<file path="src/ncs_ram.sv">
`timescale 1ns / 1ps
// ----------------------------------------------------------------------------
// ncs_ram
// Simple dual-port RAM, one write and one registered read port.
// ----------------------------------------------------------------------------
module ncs_ram #(
	parameter int W = 32,
	parameter int D = 16,
	localparam int AW = (D > 1) ? $clog2(D) : 1
) (
	input  logic          clk,
	input  logic          we,
	input  logic [AW-1:0] waddr,
	input  logic [W-1:0]  wdata,
	input  logic [AW-1:0] raddr,
	output logic [W-1:0]  rdata
);

	logic [W-1:0] mem [D];

	always_ff @(posedge clk) begin
		if (we) begin
			mem[waddr] <= wdata;
		end
		rdata <= mem[raddr];
	end

endmodule
</file>
<file path="config.mk">
export PLATFORM = sky130hd
export DESIGN_NAME = ncs_ram
export DESIGN_NICKNAME = d
export VERILOG_FILES = /design/src/ncs_ram.sv
export SDC_FILE = /design/constraint.sdc
export NUM_CORES = 1
export LEC_CHECK = 0
export ABC_CLOCK_PERIOD_IN_PS = 4650
export BUFFER_PORTS_ARGS = -buffer_cell sky130_fd_sc_hd__buf_2
export CAP_MARGIN = 20
export CELL_PAD_IN_SITES_DETAIL_PLACEMENT = 0
export CELL_PAD_IN_SITES_GLOBAL_PLACEMENT = 1
export CORE_ASPECT_RATIO = 0.5
export CORE_MARGIN = 8
export CORE_UTILIZATION = 45
export CTS_CLUSTER_SIZE = 40
export DETAILED_ROUTE_END_ITERATION = 16
export PLACE_DENSITY = 0.7
export SKIP_LAST_GASP = 1
export SLEW_MARGIN = 20
export SYNTH_ARGS = -nofsm -noshare
export SYNTH_HDL_FRONTEND = slang
export SYNTH_SLANG_ARGS = --single-unit
</file>
<file path="constraint.sdc">
create_clock -name clk -period 4.65 [get_ports clk]
set_input_delay 0.2325 -clock clk [delete_from_list [all_inputs] [get_ports clk]]
set_output_delay 0.2325 -clock clk [all_outputs]
set_load 0.005 [all_outputs]
</file>
[After elaboration in Yosys (flattened, before gate mapping)]
Memory sizes are Yosys's and may differ from the RTL's. A register that Yosys moved wholly into a read port is not among the register bits.
Index checks and enable logic that the tools add are counted.
Word-level totals
  bits in registers: 0
  bits in writable memories: 512
  input bits: 42
  output and inout port bits: 32
  logic and storage cells: 3
  memories kept: 1
Memories
  mem: words 16, bits a word 32, read ports 1, clocked after Yosys merged registers in 1, write ports 1, RTL line 19  | logic [W-1:0] mem [D];
Cells by class
  multiplexer cells: 2
Operator list (number)
  two-way mux 1 bit: 2

[Depth between registers and ports, before layout]
  depth in word-level cells: 2
  gate-level depth with buffers: 5

[Worst setup path before layout]
OpenSTA, ideal clock, no wires.
  path kind: input port to flip-flop
  start point: input waddr[2]
  end point: memory mem[0][0], enable pin
  library setup time: 461 ps
  arrival: 2951 ps
  data required time: 4189 ps
  path slack: 1238 ps
  stages: 2
  path buffers: 0
  cell sequence: or3b_2 -> nor3_1
RTL lines
  start: declaration: RTL line 13  | input logic [AW-1:0] waddr,
  end: declaration: RTL line 19
No word-level cell before the write port.

[Final worst setup path]
  start point: input waddr[2]
  end point: memory mem[2][13], enable pin
No word-level cell before the write port.

==> impl_metrics.py <==
metrics = {
    "timing": {
        "rsz0062_at_grt": "false",
        "tns_ps": 0,
        "hold_slack_ps": 46.12,
        "worst_pin_slew_ps": 1096,
        "timing.final.crit_share_pct": 39.85,
        "worst_slew_margin_rel_pct": 26.96,
        "timing.fmax_mhz": 539.7,
        "finalSetupViolCount": 0,
        "final_max_slew_viol_count": 0,
        "timing.final.hold_violations": 0,
        "layout_min_cycle_time_ps": 1853,
        "clock_skew_ps": 13.01,
    },
    "floorplanning": {
        "area_of_the_core_sq_um": 43580,
        "chipHeight_um": 164.5,
        "floorplan.initialDensity_pct": 45.56,
        "io_pins": 74,
        "number_of_placement_rows": 54,
        "die_x_um": 313.1,
        "dieArea_sq_um": 51500,
    },
    "detailed_routing": {
        "vias_per_cell": 5.639,
        "detailed_routing_iterations_pass_1": 5,
        "postRouteAntennaNets": 0,
        "wl_mm": 41.23,
        "vias": 8842,
        "detail_route.wl_per_cell_um": 26.29,
        "number_of_drc_markers_in_iteration_0": 854,
        "post-route-drc-count": 0,
    },
    "critical_path": {
        "r2r.worst_path.cells": 3,
        "r2r_setup_slack_ps": 3340,
        "crit_slowest_cell": "nor2_4",
        "cp_max_fo": 23,
        "crit_path_start_kind": "input port",
        "kind_of_cell_with_the_highest_combined_delay_on_the_critical_path": "simple AND/OR/NAND/NOR gates",
        "critical_path_class": "in -> reg",
        "path_cells": "buf_2 -> or3b_2 -> nor2_4 -> buf_4",
        "crit-reg2reg-launch": "mem[2][15]$_DFFE_PP_",
        "timing.critical_path.to_type": "flip-flop",
        "r2r_end": "rdata[15]$_DFF_P_",
        "critical_path.n_buffers_inverters": 2,
        "cpPeakStageDelay_ps": 810,
        "worstPathArrival_ps": 2100,
        "critical_path_required_ps": 4900,
    },
    "cts": {
        "path_clk_slew_ps": 60,
        "cts_resized": 0,
        "tritoncts": "built",
        "cts.htree.levels": 2,
        "holdBufCountCts": 0,
        "ctsLongestPathBuffers": 3,
        "clk-insertion-delay-late_ps": 560,
        "post_cts_setup_buffer_count": 0,
        "cts_root_buf": "clkbuf_16",
        "cts.sinks": 544,
        "number_of_buffers_created_by_cts": 48,
    },
    "layout": {
        "syn2layout_area_growth_pct": 13.78,
        "layout-drive-gt1-share_pct": 31.63,
        "layoutNonFillerInstCount": 1568,
        "seqCellArea_sq_um": 16020,
        "multiInputGateArea_sq_um": 3750,
        "fillerInstances": 3317,
        "finish.net_count": 985,
        "antenna_cells_inserted": 0,
    },
    "logic_synthesis": {
        "synth_area_sq_um": 19850,
        "syn_avg_cell_area_sq_um": 23.69,
        "synth-warning-count": 0,
        "seq_area_frac_synth_pct": 80.67,
        "post_synth_inst_count": 838,
        "yosysUniqueCellTypes": 18,
        "synth.ff_latch_count": 544,
        "postSynthNetCount": 880,
    },
    "power_and_ir_drop": {
        "netSwitchingPower_uw": 1959,
        "ir_worst_vdd_mv": 0.2401,
        "power.share.switching_pct": 19.98,
        "internal_power_uw": 7846,
        "power.share.clock_pct": 39.0,
        "power.combinational.fraction_pct": 4.8,
        "power_per_cell_area_nw_per_um2": 434.0,
        "p_total_uw": 9805,
        "cellLeakagePower_uw": 0.007201,
        "p_seq_share_pct": 56.2,
    },
    "hold_path": {
        "hold_start": "wdata[28]",
        "worstHoldEndpoint": "mem[10][28]$_DFFE_PP_",
        "holdCritPathClass": "in -> reg",
        "worst_hold_stages": 1,
    },
    "status": {
        "run_status": "finished clean",
    },
    "global_routing": {
        "grt_use_total_pct": 16.03,
        "first_global_vias": 9307,
        "grt_max_degree": 71,
        "grt_pass1_wl_mm": 61.58,
        "number_of_antenna_violations_at_the_first_check_in_global_routing": 0,
        "grt-ovfl-total": 0,
    },
    "placement": {
        "port_buffers": 73,
        "dp_hpwl_mm": 21.56,
        "final_weighted_congestion_of_routability_driven_global_placement": 0.7199,
        "numPlacedInstances": 1481,
    },
    "run": {
        "timing.max_cap.violations": 0,
    },
}
==> layout make-up <==
| cell class | count | share of cell area [%] |
|---|---|---|
| Clock inverter | 23 | 0.9139 |
| Tap cell | 588 | 3.257 |
| Timing Repair Buffer | 98 | 2.609 |
| Sequential cell | 544 | 70.90 |
| Clock buffer | 64 | 5.722 |
| Multi-Input combinational cell | 251 | 16.60 |
==> state kept, by name (all words and copies together) (netlist names) <==
signal / flops
rdata: 32
mem: 512
==> cells in the mapped netlist <==
cell type | number | area, sq um
nor2_1 | 13 | 48.80
nor3_1 | 4 | 20.02
nand2_1 | 33 | 123.9
or3b_2 | 1 | 8.760
buf_2 | 4 | 20.02
dfxtp_1 | 32 | 640.6
nand2b_1 | 2 | 12.51
buf_1 | 9 | 33.78
and2_1 | 1 | 6.260
nand3_1 | 1 | 5.000
mux4_2 | 128 | 2883
nor2b_1 | 2 | 12.51
edfxtp_1 | 512 | 15370
nand3b_1 | 2 | 15.01
buf_4 | 11 | 82.58
a22oi_1 | 64 | 480.5
clkbuf_1 | 17 | 63.81
buf_6 | 2 | 22.52
==> layout by cell type, fill, tap and decap left out <==
master and n:
a22oi_1 64, and2_2 1, buf_12 2, buf_2 71, buf_4 24, bufinv_16 4, clkbuf_1 14, clkbuf_16 49
clkbuf_8 2, clkinv_1 10, clkinv_2 8, clkinv_4 1, dfxtp_1 32, edfxtp_1 512, mux4_2 128, nand2_1 33
nand2b_1 2, nand3_1 1, nand3b_1 2, nor2_4 13, nor2b_4 2, nor3_2 4, or3b_2 1
==> logic make-up (layout without fill, tap and decap cells) <==
kind of cell	Yosys count	after routing	share of synthesized area, %
muxes	128	128	14.52
DFF	544	544	80.67
AOI/OAI and AO/OA	64	64	2.420
and+or+nand+nor	59	59	1.273
buffers and inverters	43	185	1.122
==> stage by stage <==
| step | util [%] | area, sq um | setup WS [ps] |
|---|---|---|---|
| after global routing | 51.83 | 22590 | 2680 |
| after floorplan | - | 19850 | 1238 |
| after global placement | 48.40 | 21090 | 2212 |
| after CTS | 51.83 | 22590 | 2802 |
| after detailed placement | 48.40 | 21090 | 2214 |
| final | 51.83 | 22590 | 2797 |
==> routing by layer <==
layer	global-route usage, %	vias up	share of wire (%)
met5	0	-	0
met3	2.473	49	4.8
met4	3.308	0	1.3
li1	-	3788	-
met2	28.08	226	52
met1	21.47	4779	42
==> power by group through the flow <==
| stage | combinational, uW | sequential, uW | clock (uW) |
|---|---|---|---|
| final | 466 | 5510 | 3830 |
| after detailed placement | 476 | 5620 | 0 |
| after floorplan | 263 | 5610 | 0 |
| after global placement | 465 | 5610 | 0 |
| after CTS | 477 | 5510 | 3900 |
| after global routing | 506 | 5520 | 4100 |
==> worst max path at each step <==
stage                         from              endpoint  slack, ps  depth (start not counted)
final                     waddr[2]  mem[2][13]$_DFFE_PP_       2800                          4
after global routing      raddr[0]     rdata[14]$_DFF_P_       2680                          5
after CTS                 waddr[2]  mem[2][13]$_DFFE_PP_       2800                          4
after detailed placement  waddr[2]  mem[2][13]$_DFFE_PP_       2210                          4
after global placement    raddr[0]     rdata[14]$_DFF_P_       2210                          5
after floorplan           waddr[2]   mem[0][0]$_DFFE_PP_       1240                          2
Power figures use the tool's default switching activity.
